===== config.mk =====
export PLATFORM = sky130hd
export DESIGN_NAME = bct_cell
export DESIGN_NICKNAME = d
export VERILOG_FILES = /design/src/design/bct_pkg.sv /design/src/design/bct_cell.sv
export SDC_FILE = /design/constraint.sdc
export NUM_CORES = 1
export LEC_CHECK = 0
export BUFFER_PORTS_ARGS = -buffer_cell sky130_fd_sc_hd__buf_2
export CAP_MARGIN = 0
export CORE_AREA = 2 2 244 246
export CTS_BUF_LIST = sky130_fd_sc_hd__clkbuf_8
export CTS_CLUSTER_DIAMETER = 200
export CTS_CLUSTER_SIZE = 8
export DETAILED_ROUTE_END_ITERATION = 10
export DIE_AREA = 0 0 246 248
export PLACE_DENSITY = 0.54
export SLEW_MARGIN = 5
export SYNTH_ARGS = -nofsm -noshare
export SYNTH_HDL_FRONTEND = slang
export SYNTH_SLANG_ARGS = --single-unit

===== constraint.sdc =====
create_clock -name clk -period 23.4 [get_ports clk]
set_input_delay 4.68 -clock clk [delete_from_list [all_inputs] [get_ports clk]]
set_output_delay 4.68 -clock clk [all_outputs]
set_load 0.02 [all_outputs]

===== src/design/bct_pkg.sv =====
`timescale 1ns / 1ps
// ----------------------------------------------------------------------------
// bct_pkg
// Shared types and command codes for the binding cache table.
// ----------------------------------------------------------------------------
package bct_pkg;

  localparam logic [1:0] CMD_LOOKUP = 2'd0;
  localparam logic [1:0] CMD_ADD    = 2'd1;
  localparam logic [1:0] CMD_DELETE = 2'd2;

  // request fields held for the whole scan
  typedef struct packed {
    logic [63:0] key_hi;
    logic [63:0] key_lo;
    logic [63:0] coa_hi;
    logic [63:0] coa_lo;
    logic [15:0] lifetime;
    logic [15:0] seq_num;
    logic        home_reg;
  } req_t;

  // partial search result handed from cell to cell
  typedef struct packed {
    logic        hit;
    logic        free_seen;
    logic        coa_match;
    logic [63:0] coa_hi;
    logic [63:0] coa_lo;
    logic [15:0] lifetime;
    logic [15:0] seq_num;
    logic        home_reg;
  } carry_t;

  // update broadcast to all cells at the end of a scan
  typedef struct packed {
    logic wr;
    logic clr;
    logic sel_hit;
  } commit_t;

endpackage


===== src/design/bct_cell.sv =====
`timescale 1ns / 1ps
// ----------------------------------------------------------------------------
// bct_cell
// One table slot: compares its entry when the scan token arrives, merges its
// result into the carry from the previous cell and passes it on.
// ----------------------------------------------------------------------------
module bct_cell (
  input  logic             clk,
  input  logic             rst,
  input  bct_pkg::req_t    req,
  input  logic             tok_prev,
  input  bct_pkg::carry_t  carry_prev,
  input  bct_pkg::commit_t commit,
  output logic             tok,
  output bct_pkg::carry_t  carry
);

  logic            valid;
  logic            hit_mark;
  logic            free_mark;
  logic [63:0]     key_hi;
  logic [63:0]     key_lo;
  logic [63:0]     coa_hi;
  logic [63:0]     coa_lo;
  logic [15:0]     lifetime;
  logic [15:0]     seq_num;
  logic            home_reg;
  logic            hit;
  logic            wr_sel;
  bct_pkg::carry_t carry_next;

  assign hit    = valid && (key_hi == req.key_hi) && (key_lo == req.key_lo);
  assign wr_sel = commit.wr && (commit.sel_hit ? hit_mark : free_mark);

  always_comb begin
    carry_next           = carry_prev;
    carry_next.free_seen = carry_prev.free_seen || !valid;
    if (hit) begin
      carry_next.hit       = 1'b1;
      carry_next.coa_match = (coa_hi == req.coa_hi) && (coa_lo == req.coa_lo);
      carry_next.coa_hi    = coa_hi;
      carry_next.coa_lo    = coa_lo;
      carry_next.lifetime  = lifetime;
      carry_next.seq_num   = seq_num;
      carry_next.home_reg  = home_reg;
    end
  end

  always_ff @(posedge clk) begin
    if (rst) begin
      valid     <= 1'b0;
      tok       <= 1'b0;
      hit_mark  <= 1'b0;
      free_mark <= 1'b0;
    end else begin
      tok <= tok_prev;
      if (tok_prev) begin
        hit_mark  <= hit;
        free_mark <= !valid && !carry_prev.free_seen;
      end
      if (wr_sel) begin
        valid <= 1'b1;
      end else if (commit.clr && hit_mark) begin
        valid <= 1'b0;
      end
    end
  end

  always_ff @(posedge clk) begin
    if (tok_prev) begin
      carry <= carry_next;
    end
    if (wr_sel) begin
      key_hi   <= req.key_hi;
      key_lo   <= req.key_lo;
      coa_hi   <= req.coa_hi;
      coa_lo   <= req.coa_lo;
      lifetime <= req.lifetime;
      seq_num  <= req.seq_num;
      home_reg <= req.home_reg;
    end
  end

endmodule


==> impl_metrics.py, run 1 <==
metrics = {
    "clock_tree": {
        "postCtsSetupBuffers": 0,
        "htreeDepth": 3,
        "cts_buffers": 67,
        "cts_resized": 0,
        "cts-root-buf": "clkbuf_8",
        "cts_hold_buf": 0,
        "cts_buffer_depth": 3,
        "cts_sinks": 457,
        "cts_tree": "built",
        "cts.clk_slew.worst_paths_ps": 70,
        "clock_latency_ps": 650,
    },
    "run": {
        "maxCapViolCount": 0,
    },
    "timing": {
        "relSlewSlack_pct": 25.4,
        "post-route-period-util_pct": 33.7,
        "hold_viol": 0,
        "drv_slew": 0,
        "setup_slack_ps": 15520,
        "tightest_slew_ps": 1120,
        "grt_setup_unrepaired": "false",
        "skew_ps": 32.4,
        "tns_ps": 0,
        "post-route-min-period_ps": 7880,
        "fmax_mhz": 127,
        "finalSetupViolCount": 0,
    },
    "grt": {
        "grt_usage_pct": 17.7,
        "grt-ovfl-total": 0,
        "grt_pass1_wl_mm": 78.4,
        "antenna_found_initial": 39,
        "first_global_vias": 12289,
        "grt_max_degree": 165,
    },
    "route": {
        "drc": 0,
        "wl_per_cell_microns": 21.8,
        "drtPass1Iterations": 5,
        "wl_mm": 55.7,
        "vias_per_cell": 4.58,
        "ant_nets": 0,
        "drt-initial-drc-count": 548,
        "vias": 11698,
    },
    "placement": {
        "dp.final_hpwl_mm": 42.4,
        "portBuffers": 623,
        "gp_congestion": 0.813,
        "pre_cts_ws_ps": 14710,
    },
    "worst_setup_path": {
        "rrSetupSlack_ps": 19310,
        "cp.arrival_ps": 8250,
        "cp_max_fo": 70,
        "start_kind": "primary input",
        "crit_type": "primary input to register",
        "required_ps": 23770,
        "endpoint_kind": "register",
    },
    "cells_and_area": {
        "final_cell_mix": "622 x buf_2, 453 x edfxtp_1, 140 x xnor2_1",
        "largest_reg_flops": 164,
        "nets": 2210,
        "final_common_cell": "buf_2",
        "largest_register": "carry",
        "areaGrowthSynthToFinish_pct": 26.8,
        "drive_gt1_share_pct": 49.3,
    },
    "floorplan": {
        "start_util_pct": 32.7,
        "die-area_sq_mm": 0.0610,
        "fp.dieH_microns": 248,
        "io_pins": 624,
        "fp-row-count": 89,
        "die_x_microns": 246,
        "coreArea_sq_mm": 0.0585,
    },
    "synth": {
        "syn_inst": 1070,
        "syn_nets": 1529,
        "yosysWarningCount": 0,
        "seq_area_frac_synth_pct": 71.6,
        "ys_types": 34,
        "synthArstFlopShare_pct": 0,
        "netlist_area_sq_mm": 0.0191,
        "synth-main-ff-cell": "edfxtp_1",
        "synth_edf_count": 453,
        "syn_avg_cell_area_sq_um": 17.9,
        "synth_seq_cells": 457,
    },
    "power_and_ir_drop": {
        "leakage_nw": 9.40,
        "p_per_area_mw_per_mm2": 69.5,
        "peakVddDrop_mv": 0.0433,
    },
    "min_path": {
        "hp-class": "register to register",
    },
    "run_status": {
        "status": "complete, no violations",
    },
}
worst paths after layout:
kind,start,endpoint,cells after the start
min reg2reg,hit_mark,hit_mark,2
min,hit_mark,hit_mark,2
max reg2reg,key_hi[49],carry[21],8
max,req[190],carry[21],9
synthesized netlist by cell type (5+ instances only):
cell,number,area (sq um)
nor2b_1,20,125
mux2_4,69,1040
xnor2_1,140,1230
nand2b_1,57,357
mux2_2,93,1050
xor2_1,52,455
edfxtp_1,453,13600
nand4_1,41,257
buf_6,8,90.1
o2111ai_1,19,166
inv_1,36,135
o22ai_1,5,31.3
nor4_1,28,175
buf_2,10,50.1
report_power, final:
group / switching, mW / total (mW) / internal [mW]
sequential: 0.00995 / 0.946 / 0.936
combinational: 0.0920 / 0.165 / 0.0734
clock: 0.303 / 0.573 / 0.271
logic make-up after synthesis:
family	after synthesis	share of synthesized area, %
flip-flops	457	71.6
AND/OR/NAND/NOR	158	5.08
multiplexers	164	11.0
AO/OA/AOI/OAI	45	2.03
XOR/XNOR	192	8.80
buffers and inverters	54	1.44
area by class of cell:
cell class / instances / area (sq um)
Clock buffer: 70 / 963
Sequential cell: 457 / 13700
Multi-Input combinational cell: 559 / 5160
Fill cell: 5504 / 34200
Inverter: 36 / 135
Clock inverter: 16 / 83.8
Tap cell: 773 / 967
Antenna cell: 15 / 37.5
Timing Repair Buffer: 630 / 3190
metal layers:
| layer | wire, microns | share of wire, % | global-route usage, % |
|---|---|---|---|
| met5 | 267 | 0.48 | 0 |
| met4 | 1570 | 2.8 | 7.38 |
| met3 | 5540 | 9.9 | 6.94 |
| met2 | 27300 | 49 | 29.9 |
| met1 | 21000 | 38 | 20.1 |
per-stage QoR:
step / instances / power [mW] / hold slack, ps / utilization (%) / area, sq um
5_1_grt: 2550 / 1.76 / 546 / 41.4 / 24200
2_1_floorplan: 1070 / 1.04 / 449 / - / 19100
3_3_place_gp: 2455 / 1.13 / 484 / 39.6 / 23100
4_1_cts: 2541 / 1.71 / 521 / 41.4 / 24200
6_report: 2556 / 1.68 / 511 / 41.4 / 24200
3_5_place_dp: 2455 / 1.13 / 502 / 39.6 / 23100
critical path, stage by stage:
cell and delay [ps]:
buf_2 110, nand2b_1 90, o2111ai_1 180, nor4_1 420, nand4_1 210, nor4_1 530
nand3_4 770, buf_4 710, mux2_2 440
Power figures use the tool's default switching activity.
==> inputs of run 2 (changes only) <==
==> constraint.sdc (replaced) <==
create_clock -name clk -period 7.5 [get_ports clk]
set_input_delay 1.5 -clock clk [delete_from_list [all_inputs] [get_ports clk]]
set_output_delay 1.5 -clock clk [all_outputs]
set_load 0.02 [all_outputs]
==> run 2 against run 1 <==
Flip-flop and latch count stayed put. Non-clock buffer count down 1. Combinational power rose to 3.1 times the previous value. Critical path type unchanged. Wire length barely moved. Total power rose to 3.1 times the previous value. Highest routed layer unchanged. Die area unchanged. Clock-buffer cell count is 3 lower.
==> impl_metrics.py, run 2 (synthesis results as in run 1) <==
metrics = {
    "clock_tree": {
        "cts_buffers": 67,
        "cts_resized": 0,
        "cts_tree": "built",
        "htreeDepth": 3,
        "clock_latency_ps": 640,
        "cts_hold_buf": 0,
        "cts_sinks": 457,
        "cts_buffer_depth": 3,
        "cts.clk_slew.worst_paths_ps": 70,
        "cts-root-buf": "clkbuf_8",
        "postCtsSetupBuffers": 0,
    },
    "floorplan": {
        "io_pins": 624,
        "fp-row-count": 89,
        "coreArea_sq_mm": 0.0585,
        "die-area_sq_mm": 0.0610,
        "fp.dieH_microns": 248,
        "die_x_microns": 246,
        "start_util_pct": 32.7,
    },
    "worst_setup_path": {
        "endpoint_kind": "register",
        "required_ps": 7880,
        "start_kind": "primary input",
        "cp_max_fo": 62,
        "cp.arrival_ps": 4980,
        "crit_type": "primary input to register",
    },
    "grt": {
        "first_global_vias": 12187,
        "antenna_found_initial": 40,
        "grt-ovfl-total": 0,
        "grt_max_degree": 161,
        "grt_usage_pct": 17.5,
        "grt_pass1_wl_mm": 77.7,
    },
    "run": {
        "maxCapViolCount": 0,
    },
    "timing": {
        "tns_ps": 0,
        "fmax_mhz": 217,
        "drv_slew": 0,
        "hold_viol": 0,
        "skew_ps": 25.2,
        "grt_setup_unrepaired": "false",
        "post-route-min-period_ps": 4600,
        "finalSetupViolCount": 0,
        "relSlewSlack_pct": 30.6,
        "tightest_slew_ps": 1040,
        "post-route-period-util_pct": 61.3,
    },
    "route": {
        "ant_nets": 0,
        "vias_per_cell": 4.57,
        "wl_mm": 55.7,
        "drt-initial-drc-count": 556,
        "drtPass1Iterations": 5,
        "drc": 0,
        "vias": 11714,
        "wl_per_cell_microns": 21.7,
    },
    "power_and_ir_drop": {
        "power_mw": 5.22,
        "p_per_area_mw_per_mm2": 215,
        "leakage_nw": 9.38,
        "p_seq_share_pct": 56.5,
        "clockPowerShare_pct": 33.6,
        "swShare_pct": 24.1,
        "p_sw_mw": 1.26,
        "cellInternalPower_mw": 3.96,
        "peakVddDrop_mv": 0.146,
        "combPwrFrac_pct": 9.9,
    },
    "cells_and_area": {
        "final_common_cell": "buf_2",
        "nets": 2209,
        "largest_register": "carry",
        "largest_reg_flops": 164,
        "final_cell_mix": "622 x buf_2, 453 x edfxtp_1, 140 x xnor2_1",
        "drive_gt1_share_pct": 49.2,
        "areaGrowthSynthToFinish_pct": 26.9,
    },
    "placement": {
        "dp.final_hpwl_mm": 42.4,
        "gp_congestion": 0.820,
        "portBuffers": 623,
    },
    "run_status": {
        "status": "complete, no violations",
    },
    "min_path": {
        "hp-class": "register to register",
    },
}
-- run 2: changes by cell type in the layout (fill, tap and decap cells not counted), sizes merged --
cell,previous run,this run
diode,15,23
clkbuf,70,67
buf,630,629
clkinvlp,1,2
inv,50,51
-- run 2: final timing paths --
path	start	end	slack (ps)	cells past startpoint
worst max-delay path	req[183]	carry[149]	2900	9
worst max register to register	key_lo[55]	carry[149]	3500	8
worst min-delay path	valid	carry[162]	500	1
worst min register to register	valid	carry[162]	500	1
-- run 2: per-layer routing --
layer | global-route usage, % | up-vias | share of wire, %
li1 | - | 5464 | -
met3 | 7.90 | 106 | 10
met2 | 29.8 | 458 | 50
met5 | 0 | - | 0.38
met1 | 19.4 | 5652 | 37
met4 | 6.11 | 34 | 2.4
-- run 2: area by class of cell --
class                           count  area [sq um]
Fill cell                        5457         34200
Sequential cell                   457         13700
Multi-Input combinational cell    559          5160
Timing Repair Buffer              629          3210
Tap cell                          773           967
Clock buffer                       67           922
Inverter                           36           135
Clock inverter                     18          97.6
Antenna cell                       23          57.6
-- run 2: power by group through the flow --
stage	combinational, mW	sequential [mW]	clock, mW
after floorplan	0.137	3.10	0
after global routing	0.556	2.96	1.93
final	0.515	2.95	1.76
after detailed placement	0.523	3.01	0
after CTS	0.525	2.95	1.84
after global placement	0.518	3.00	0
-- run 2: worst max-delay path, cell delays in order --
cell and delay (ps):
buf_2 110, nor2b_1 140, a2111o_1 400, nor4_1 310, nand4_1 230, nor4_2 430
nand3_4 680, buf_4 640, mux2_4 430
-- run 2: stage by stage --
| stage | hold WS [ps] | cells | util, % | worst slack (ps) | instance area [sq um] |
|---|---|---|---|---|---|
| after global placement | 478 | 2454 | 39.6 | 2130 | 23200 |
| after detailed placement | 492 | 2454 | 39.6 | 2070 | 23200 |
| after global routing | 521 | 2552 | 41.4 | 2790 | 24200 |
| after CTS | 499 | 2539 | 41.4 | 2810 | 24200 |
| after floorplan | 449 | 1070 | - | 1060 | 19100 |
| final | 497 | 2562 | 41.5 | 2900 | 24200 |
